--- src/rtl/core/backslash_escape_decoder_defines.svh ---
// Assertion macros for the backslash escape decoder.
`ifndef BACKSLASH_ESCAPE_DECODER_DEFINES_SVH
`define BACKSLASH_ESCAPE_DECODER_DEFINES_SVH

`ifndef SYNTH

`define BED_ASSERT_SAME(label, clk, rst, ante, cons) \
   label: assert property (@(posedge clk) disable iff (rst) (ante) |-> (cons)) \
      else $error("backslash_escape_decoder: same-cycle check failed");

`define BED_ASSERT_NEXT(label, clk, rst, ante, cons) \
   label: assert property (@(posedge clk) disable iff (rst) (ante) |=> (cons)) \
      else $error("backslash_escape_decoder: next-cycle check failed");

`else

`define BED_ASSERT_SAME(label, clk, rst, ante, cons)

`define BED_ASSERT_NEXT(label, clk, rst, ante, cons)

`endif

`endif

--- src/rtl/core/bed_pkg.sv ---
package bed_pkg;

   localparam int MaxRes = 3;
   localparam int CountW = $clog2(MaxRes + 1);

   localparam logic RegInterpret = 1'b0;
   localparam logic RegEscEnable = 1'b1;

   localparam logic [2:0] ModeNormal = 3'd0;
   localparam logic [2:0] ModeEsc    = 3'd1;
   localparam logic [2:0] ModeHex0   = 3'd2;
   localparam logic [2:0] ModeHex1   = 3'd3;
   localparam logic [2:0] ModeOct0   = 3'd4;
   localparam logic [2:0] ModeOctN   = 3'd5;

   localparam logic [7:0] ChBackslash = 8'h5c;
   localparam logic [7:0] ChLowA      = 8'h61;
   localparam logic [7:0] ChLowB      = 8'h62;
   localparam logic [7:0] ChLowC      = 8'h63;
   localparam logic [7:0] ChLowE      = 8'h65;
   localparam logic [7:0] ChLowF      = 8'h66;
   localparam logic [7:0] ChLowN      = 8'h6e;
   localparam logic [7:0] ChLowR      = 8'h72;
   localparam logic [7:0] ChLowT      = 8'h74;
   localparam logic [7:0] ChLowV      = 8'h76;
   localparam logic [7:0] ChLowX      = 8'h78;
   localparam logic [7:0] ChZero      = 8'h30;
   localparam logic [7:0] ChSeven     = 8'h37;
   localparam logic [7:0] ChNine      = 8'h39;
   localparam logic [7:0] ChUpA       = 8'h41;
   localparam logic [7:0] ChUpF       = 8'h46;

   localparam logic [7:0] CodeBel = 8'h07;
   localparam logic [7:0] CodeBs  = 8'h08;
   localparam logic [7:0] CodeHt  = 8'h09;
   localparam logic [7:0] CodeLf  = 8'h0a;
   localparam logic [7:0] CodeVt  = 8'h0b;
   localparam logic [7:0] CodeFf  = 8'h0c;
   localparam logic [7:0] CodeCr  = 8'h0d;
   localparam logic [7:0] CodeEsc = 8'h1b;

   typedef struct packed {
      logic [7:0] data;
      logic       valid;
      logic       stop;
   } res_entry_type;

   typedef struct packed {
      res_entry_type [MaxRes-1:0] slot;
      logic [CountW-1:0]          count;
   } res_list_type;

   typedef struct packed {
      logic halted;
   } dec_status_type;

   typedef struct packed {
      logic free;
      logic busy;
   } buf_status_type;

   function automatic res_list_type push(input res_list_type l, input logic [7:0] d,
                                         input logic v, input logic s);
      res_list_type r;
      r = l;
      if (l.count < CountW'(MaxRes)) begin
         r.slot[l.count].data  = d;
         r.slot[l.count].valid = v;
         r.slot[l.count].stop  = s;
         r.count = l.count + CountW'(1);
      end
      return r;
   endfunction

   // Returns {is_hex_digit, digit_value}.
   function automatic logic [4:0] hex_digit(input logic [7:0] b);
      logic [4:0] r;
      r = '0;
      if (b >= ChZero && b <= ChNine) begin
         r = {1'b1, 4'(b - ChZero)};
      end else if (b >= ChLowA && b <= ChLowF) begin
         r = {1'b1, 4'(b - ChLowA + 8'd10)};
      end else if (b >= ChUpA && b <= ChUpF) begin
         r = {1'b1, 4'(b - ChUpA + 8'd10)};
      end
      return r;
   endfunction

endpackage

--- src/rtl/core/bed_decode.sv ---
module bed_decode import bed_pkg::*; (
   input  logic           clock,
   input  logic           reset,
   input  logic           advance,
   input  logic           interpret,
   input  logic           esc_enabled,
   input  logic [7:0]     in_byte,
   input  logic           in_last,
   output res_list_type   list,
   output dec_status_type status
);

   logic [2:0] mode_ff, mode_in;
   logic [1:0] cnt_ff, cnt_in;
   logic [8:0] acc_ff, acc_in;
   logic       halted_ff, halted_in;

   logic [4:0] hex;
   logic       is_oct;
   logic [2:0] oct_val;
   logic [8:0] val;
   logic [1:0] cnt_next;
   logic       do_plain;
   res_list_type l;

   always_comb begin
      hex      = hex_digit(in_byte);
      is_oct   = (in_byte >= ChZero) && (in_byte <= ChSeven);
      oct_val  = in_byte[2:0];
      val      = '0;
      cnt_next = cnt_ff + 2'd1;
      do_plain = 1'b0;
      l        = '0;
      mode_in  = mode_ff;
      cnt_in   = cnt_ff;
      acc_in   = acc_ff;
      halted_in = halted_ff;
      if (halted_ff) begin
         l = '0;
      end else if (!interpret) begin
         mode_in = ModeNormal;
         cnt_in  = '0;
         acc_in  = '0;
         l = push(l, in_byte, 1'b1, 1'b0);
      end else begin
         unique case (mode_ff)
            ModeEsc: begin
               mode_in = ModeNormal;
               unique case (in_byte)
                  ChBackslash: l = push(l, ChBackslash, 1'b1, 1'b0);
                  ChLowA:      l = push(l, CodeBel, 1'b1, 1'b0);
                  ChLowB:      l = push(l, CodeBs, 1'b1, 1'b0);
                  ChLowF:      l = push(l, CodeFf, 1'b1, 1'b0);
                  ChLowN:      l = push(l, CodeLf, 1'b1, 1'b0);
                  ChLowR:      l = push(l, CodeCr, 1'b1, 1'b0);
                  ChLowT:      l = push(l, CodeHt, 1'b1, 1'b0);
                  ChLowV:      l = push(l, CodeVt, 1'b1, 1'b0);
                  ChLowC: begin
                     halted_in = 1'b1;
                     l = push(l, 8'h00, 1'b0, 1'b1);
                  end
                  ChLowX:      mode_in = ModeHex0;
                  ChZero:      mode_in = ModeOct0;
                  ChLowE: begin
                     if (esc_enabled) begin
                        l = push(l, CodeEsc, 1'b1, 1'b0);
                     end else begin
                        l = push(l, ChBackslash, 1'b1, 1'b0);
                        do_plain = 1'b1;
                     end
                  end
                  default: begin
                     l = push(l, ChBackslash, 1'b1, 1'b0);
                     do_plain = 1'b1;
                  end
               endcase
            end
            ModeHex0: begin
               if (hex[4]) begin
                  acc_in  = {5'd0, hex[3:0]};
                  mode_in = ModeHex1;
               end else begin
                  l = push(l, ChBackslash, 1'b1, 1'b0);
                  l = push(l, ChLowX, 1'b1, 1'b0);
                  mode_in  = ModeNormal;
                  do_plain = 1'b1;
               end
            end
            ModeHex1: begin
               mode_in = ModeNormal;
               val = hex[4] ? {acc_ff[4:0], hex[3:0]} : acc_ff;
               if (val != '0) begin
                  l = push(l, val[7:0], 1'b1, 1'b0);
               end
               acc_in   = '0;
               cnt_in   = '0;
               do_plain = !hex[4];
            end
            ModeOct0: begin
               if (is_oct) begin
                  acc_in  = {6'd0, oct_val};
                  cnt_in  = 2'd1;
                  mode_in = ModeOctN;
               end else begin
                  l = push(l, ChBackslash, 1'b1, 1'b0);
                  l = push(l, ChZero, 1'b1, 1'b0);
                  mode_in  = ModeNormal;
                  do_plain = 1'b1;
               end
            end
            ModeOctN: begin
               if (is_oct && cnt_next != 2'd3 && cnt_next != 2'd0) begin
                  acc_in = {acc_ff[5:0], oct_val};
                  cnt_in = cnt_next;
               end else begin
                  mode_in = ModeNormal;
                  val = is_oct ? {acc_ff[5:0], oct_val} : acc_ff;
                  if (val != '0) begin
                     l = push(l, val[7:0], 1'b1, 1'b0);
                  end
                  acc_in   = '0;
                  cnt_in   = '0;
                  do_plain = !is_oct;
               end
            end
            default: begin
               mode_in  = ModeNormal;
               do_plain = 1'b1;
            end
         endcase

         if (do_plain) begin
            if (in_byte == ChBackslash) begin
               mode_in = ModeEsc;
            end else begin
               l = push(l, in_byte, 1'b1, 1'b0);
            end
         end

         if (in_last && !halted_in) begin
            unique case (mode_in)
               ModeEsc: l = push(l, ChBackslash, 1'b1, 1'b0);
               ModeHex0: begin
                  l = push(l, ChBackslash, 1'b1, 1'b0);
                  l = push(l, ChLowX, 1'b1, 1'b0);
               end
               ModeOct0: begin
                  l = push(l, ChBackslash, 1'b1, 1'b0);
                  l = push(l, ChZero, 1'b1, 1'b0);
               end
               ModeHex1, ModeOctN: begin
                  if (acc_in != '0) begin
                     l = push(l, acc_in[7:0], 1'b1, 1'b0);
                  end
               end
               default: begin
                  l = l;
               end
            endcase
            mode_in = ModeNormal;
            acc_in  = '0;
            cnt_in  = '0;
         end
      end

      if (!halted_ff && in_last && l.count == '0) begin
         l = push(l, 8'h00, 1'b0, 1'b0);
      end
   end

   always_ff @(posedge clock) begin
      if (reset) begin
         mode_ff   <= ModeNormal;
         cnt_ff    <= '0;
         acc_ff    <= '0;
         halted_ff <= 1'b0;
      end else if (advance) begin
         mode_ff   <= mode_in;
         cnt_ff    <= cnt_in;
         acc_ff    <= acc_in;
         halted_ff <= halted_in;
      end
   end

   assign list          = l;
   assign status.halted = halted_ff;

endmodule

--- src/rtl/core/bed_outbuf.sv ---
module bed_outbuf import bed_pkg::*; (
   input  logic           clock,
   input  logic           reset,
   input  logic           load,
   input  res_list_type   list,
   input  logic           in_last,
   input  logic           rsp_ready,
   output buf_status_type status,
   output logic           rsp_valid,
   output logic [7:0]     rsp_out_byte,
   output logic           rsp_byte_valid,
   output logic           rsp_run_last,
   output logic           rsp_string_end,
   output logic           rsp_stopped
);

   res_entry_type [MaxRes-1:0] slot_ff, slot_in;
   logic [CountW-1:0]          count_ff, count_in;
   logic [CountW-1:0]          rd_ff, rd_in;
   logic                       last_ff, last_in;
   logic                       pop;
   res_entry_type              head;

   assign pop  = rsp_valid && rsp_ready;
   assign head = slot_ff[rd_ff];

   always_comb begin
      slot_in  = slot_ff;
      count_in = count_ff;
      rd_in    = rd_ff;
      last_in  = last_ff;
      if (load) begin
         slot_in  = list.slot;
         count_in = list.count;
         rd_in    = '0;
         last_in  = in_last;
      end else if (pop) begin
         count_in = count_ff - CountW'(1);
         rd_in    = rd_ff + CountW'(1);
      end
   end

   always_ff @(posedge clock) begin
      if (reset) begin
         count_ff <= '0;
         rd_ff    <= '0;
         last_ff  <= 1'b0;
      end else begin
         count_ff <= count_in;
         rd_ff    <= rd_in;
         last_ff  <= last_in;
      end
   end

   always_ff @(posedge clock) begin
      slot_ff <= slot_in;
   end

   assign status.free    = (count_ff == '0) || ((count_ff == CountW'(1)) && rsp_ready);
   assign status.busy    = (count_ff != '0);
   assign rsp_valid      = (count_ff != '0);
   assign rsp_out_byte   = head.data;
   assign rsp_byte_valid = head.valid;
   assign rsp_stopped    = head.stop;
   assign rsp_run_last   = (count_ff == CountW'(1));
   assign rsp_string_end = (count_ff == CountW'(1)) && last_ff;

endmodule

--- src/rtl/core/backslash_escape_decoder.sv ---
// Channel   Direction  Handshake             Payload
// req       in         req_valid/req_ready   req_in_byte, req_in_last
// rsp       out        rsp_valid/rsp_ready   rsp_out_byte, rsp_byte_valid, rsp_run_last,
//                                            rsp_string_end, rsp_stopped
// csr       in         csr_wr_en             csr_index, csr_wdata
//
// A byte is decoded straight out of the input register and loaded into the result buffer
// once that buffer is free; its results are offered from the result buffer.
// One byte is taken per cycle while rsp_ready is high and each byte gives at most one result;
// a byte that gives more than one result holds the single result port until each is taken.
// Synchronous reset clears the decode state, the stop flag and both buffers.
// While rsp is stalled or still busy with earlier results, an input register that holds a
// byte keeps it and req_ready is low in that same cycle.
`include "backslash_escape_decoder_defines.svh"

module backslash_escape_decoder import bed_pkg::*; (
   input  logic       clock,
   input  logic       reset,
   input  logic       req_valid,
   output logic       req_ready,
   input  logic [7:0] req_in_byte,
   input  logic       req_in_last,
   output logic       rsp_valid,
   input  logic       rsp_ready,
   output logic [7:0] rsp_out_byte,
   output logic       rsp_byte_valid,
   output logic       rsp_run_last,
   output logic       rsp_string_end,
   output logic       rsp_stopped,
   input  logic       csr_wr_en,
   input  logic       csr_index,
   input  logic       csr_wdata
);

   logic           interpret_ff, esc_en_ff;
   logic           in_valid_ff, in_valid_in;
   logic [7:0]     in_byte_ff;
   logic           in_last_ff;
   logic           advance;
   logic           take;
   res_list_type   list;
   dec_status_type dec_status;
   buf_status_type buf_status;

   assign advance     = in_valid_ff && buf_status.free;
   assign req_ready   = !in_valid_ff || advance;
   assign take        = req_valid && req_ready;
   assign in_valid_in = take || (in_valid_ff && !advance);

   always_ff @(posedge clock) begin
      if (reset) begin
         interpret_ff <= 1'b0;
         esc_en_ff    <= 1'b1;
         in_valid_ff  <= 1'b0;
      end else begin
         in_valid_ff <= in_valid_in;
         if (csr_wr_en && csr_index == RegInterpret) begin
            interpret_ff <= csr_wdata;
         end
         if (csr_wr_en && csr_index == RegEscEnable) begin
            esc_en_ff <= csr_wdata;
         end
      end
   end

   always_ff @(posedge clock) begin
      if (take) begin
         in_byte_ff <= req_in_byte;
         in_last_ff <= req_in_last;
      end
   end

   bed_decode u_decode (
      .clock       (clock),
      .reset       (reset),
      .advance     (advance),
      .interpret   (interpret_ff),
      .esc_enabled (esc_en_ff),
      .in_byte     (in_byte_ff),
      .in_last     (in_last_ff),
      .list        (list),
      .status      (dec_status)
   );

   bed_outbuf u_outbuf (
      .clock          (clock),
      .reset          (reset),
      .load           (advance),
      .list           (list),
      .in_last        (in_last_ff),
      .rsp_ready      (rsp_ready),
      .status         (buf_status),
      .rsp_valid      (rsp_valid),
      .rsp_out_byte   (rsp_out_byte),
      .rsp_byte_valid (rsp_byte_valid),
      .rsp_run_last   (rsp_run_last),
      .rsp_string_end (rsp_string_end),
      .rsp_stopped    (rsp_stopped)
   );

   `BED_ASSERT_NEXT(a_halt_sticks, clock, reset, dec_status.halted, dec_status.halted)
   `BED_ASSERT_SAME(a_stop_is_final, clock, reset, rsp_valid && rsp_stopped, rsp_run_last)
   `BED_ASSERT_SAME(a_last_gives_result, clock, reset,
      advance && in_last_ff && !dec_status.halted, list.count != '0)
   `BED_ASSERT_SAME(a_load_when_drained, clock, reset,
      advance && buf_status.busy, rsp_ready && rsp_run_last)

endmodule
--- config.mk ---
export PLATFORM = sky130hd
export DESIGN_NAME = backslash_escape_decoder
export DESIGN_NICKNAME = d
export VERILOG_FILES = /design/src/rtl/core/bed_pkg.sv /design/src/rtl/core/bed_decode.sv /design/src/rtl/core/bed_outbuf.sv /design/src/rtl/core/backslash_escape_decoder.sv
export VERILOG_INCLUDE_DIRS = /design/src /design/src/rtl/core
export SDC_FILE = /design/constraint.sdc
export NUM_CORES = 1
export LEC_CHECK = 0
export ABC_CLOCK_PERIOD_IN_PS = 4000
export BUFFER_PORTS_ARGS = -buffer_cell sky130_fd_sc_hd__buf_2
export CORE_ASPECT_RATIO = 0.8
export CORE_MARGIN = 2
export CORE_UTILIZATION = 45
export DETAILED_ROUTE_END_ITERATION = 8
export PLACE_DENSITY = 0.7
export SKIP_LAST_GASP = 1
export SLEW_MARGIN = 10
export SYNTH_ARGS = -nofsm -noshare
export SYNTH_HDL_FRONTEND = slang
export SYNTH_HIERARCHICAL = 1
export SYNTH_SLANG_ARGS = --single-unit
--- constraint.sdc ---
create_clock -name clock -period 4 [get_ports clock]
set_clock_uncertainty 0.05 [all_clocks]
set_input_delay 0.2 -clock clock [delete_from_list [all_inputs] [get_ports clock]]
set_output_delay 0.2 -clock clock [all_outputs]
set_load 0.005 [all_outputs]
==> impl_metrics.env <==
export IMPL_yosysWarnings=6
export IMPL_drtIter0Drc=615
export IMPL_die_area_mm2=0.01090
export IMPL_first_pass_iters=5
export IMPL_overflow=0
export IMPL_p_clk_frac=0.434
export IMPL_htree_levels=3
export IMPL_drv_slew=0
export IMPL_drive_gt1_frac=0.1938
export IMPL_clk_pin_slew_ns=0.06
export IMPL_fill_cells=914
export IMPL_drc_errors=0
export IMPL_drt_wirelength_per_cell_um=21.03
export IMPL_status="finished clean"
export IMPL_clk_latency_ns=0.33
export IMPL_worstSetupPathType="flop to flop"
export IMPL_start_kind="flop"
export IMPL_preCtsSetupSlack_ns=0.07176
export IMPL_stdcell_count=745
export IMPL_cts_buffers=9
export IMPL_setup_ws_ns=0.1829
export IMPL_fin_nets=628
export IMPL_die_width_um=116.2
export IMPL_die_h_um=93.80
export IMPL_synthesis_instances=545
export IMPL_highest_layer="met5"
export IMPL_slew_headroom=0.4975
export IMPL_wirelength_um=15660
export IMPL_io_pins=30
export IMPL_crit_path_end_kind="flop"
export IMPL_stdcell_area_mm2=0.005454
export IMPL_syn_area_per_cell_um2=8.322
export IMPL_grt_pass1_vias=4166
export IMPL_drv_cap=0
export IMPL_setup_violations_final=0
export IMPL_p_leak_nw=2.013
export IMPL_detail_route_antenna_nets=0
export IMPL_cts_sinks=62
export IMPL_vias_per_cell=6.302
export IMPL_p_int_w=0.001331
export IMPL_multi_input_area_mm2=0.002718
export IMPL_grt_pass1_wl_um=23940
export IMPL_start_util=0.4662
export IMPL_grt_max_degree=41
export IMPL_antenna_found_initial=1
export IMPL_period_share=0.9543
export IMPL_power_frac_comb=0.156
export IMPL_ir_drop_v=0.0002138
export IMPL_place_area_mm2=0.005010
export IMPL_place_congestion=0.9652
export IMPL_post_route_util=0.5606
export IMPL_placed_cells_incl_taps=718
export IMPL_syn_to_final_growth_pct=20.25
export IMPL_cp_data_arrival_time_ns=3.91
export IMPL_netlist_area_mm2=0.004536
export IMPL_worstMarginPinSlew_ns=0.7441
export IMPL_wl_met3_um=1554
export IMPL_wl_met1_um=7336
export IMPL_cellPowerDensity_mw_per_mm2=336.8
export IMPL_path_max_fanout=6
export IMPL_grtUsageTotal=0.2946
export IMPL_r2r_slack_ns=0.18
export IMPL_hold_violations=0
export IMPL_core_mm2=0.009729
export IMPL_clockBufferDepth=2
export IMPL_seqPwrFrac=0.411
export IMPL_seq_area_mm2=0.001632
export IMPL_num_vias=4695
export IMPL_fmax_mhz=262.0
export IMPL_io_buffer_count=29
export IMPL_switchingPower_w=0.0005060
export IMPL_whs_ns=0.01833
export IMPL_cts_root_buf="clkbuf_16"
export IMPL_holdCritPathClass="primary input to flop"
export IMPL_wl_met2_um=6520
export IMPL_rows=32
export IMPL_hpwl_um=11780
export IMPL_diodes=0
export IMPL_netSwitchingFraction=0.2754
export IMPL_critPathRequiredTime_ns=4.09
export IMPL_cts_tree="yes"
export IMPL_fin_crit_ns=3.817
[power by group through the flow]
| stage | logic, W | clock network [W] | registers (W) |
|---|---|---|---|
| after floorplan | 0.000182 | 0 | 0.000756 |
| after global placement | 0.000266 | 0 | 0.000766 |
| after detailed placement | 0.000272 | 0 | 0.000767 |
| after CTS | 0.000278 | 0.000812 | 0.000754 |
| after global routing | 0.000313 | 0.000832 | 0.000759 |
| final | 0.000286 | 0.000797 | 0.000754 |
[worst max-delay path, cell delays in order, from the launching register on]
cell	delay (ns)
edfxtp_1	0.38
inv_1	0.19
ha_1	0.30
nor3b_2	0.32
a211o_1	0.25
nor2_1	0.07
o21ai_0	0.31
nand4_1	0.26
nor4_4	0.43
a21oi_1	0.12
o32a_1	0.44
buf_4	0.21
a221oi_1	0.29
[path summary, 6_finish.rpt]
path,startpoint,to,cells after the start
max,in_byte_ff[1]$_DFFE_PP_,u_outbuf/slot_ff[4]$_DFFE_PP_,12
min,req_in_byte[3],in_byte_ff[3]$_DFFE_PP_,1
max reg2reg,in_byte_ff[1]$_DFFE_PP_,u_outbuf/slot_ff[4]$_DFFE_PP_,12
min reg2reg,u_outbuf/last_ff$_SDFFE_PP0P_,u_outbuf/last_ff$_SDFFE_PP0P_,2
[registers in the layout, indices dropped and copies added, names as in the netlist]
register / cells
u_outbuf/last_ff: 1
esc_en_ff: 1
interpret_ff: 1
u_decode/cnt_ff: 2
u_outbuf/rd_ff: 2
u_outbuf/slot_ff: 30
u_outbuf/count_ff: 2
u_decode/acc_ff: 9
in_byte_ff: 8
in_last_ff: 1
u_decode/mode_ff: 3
u_decode/status: 1
in_valid_ff: 1
[metrics by stage]
| stage | power [W] | TNS (ns) |
|---|---|---|
| floorplan | 0.0009383 | 0 |
| global placement | 0.001032 | 0 |
| detailed placement | 0.001038 | 0 |
| CTS | 0.001844 | 0 |
| global route | 0.001904 | -0.0003069 |
| finish | 0.001837 | 0 |
[what timing repair did]
action	CTS	global route
buffers inserted	0	3
gates resized for setup	0	9
hold endpoints to repair	7	1
setup endpoints to repair	0	12
hold buffers	7	1
[layout make-up]
cell class	count	area share
clock buffers	9	0.04129
multi-input cells	434	0.4983
repair buffers	84	0.1060
inverters	13	0.008947
clock inverters	7	0.01514
flip-flops and latches	62	0.2992
well taps	136	0.03120
[per-layer routing]
| layer | vias up | GRT usage |
|---|---|---|
| met2 | 285 | 0.4186 |
| li1 | 2170 | - |
| met5 | - | 0 |
| met3 | 28 | 0.07226 |
| met1 | 2210 | 0.4450 |
| met4 | 2 | 0.07044 |
[cells in the final DEF, fill, tap and decap left out, types with 8 or more instances in the layout]
cell type,instances
buf_2,29
mux2i_1,13
a22oi_1,9
nand2b_1,12
buf_4,47
dfxtp_1,23
dlygate4sd3_1,8
nand3_1,13
a21oi_1,40
a31oi_1,8
nor2_1,56
clkbuf_16,9
inv_1,12
nand2_1,71
nor3_1,18
o21ai_0,28
and2_1,8
nor2b_1,9
edfxtp_1,39
No activity file was read; power rests on OpenSTA's default activity.
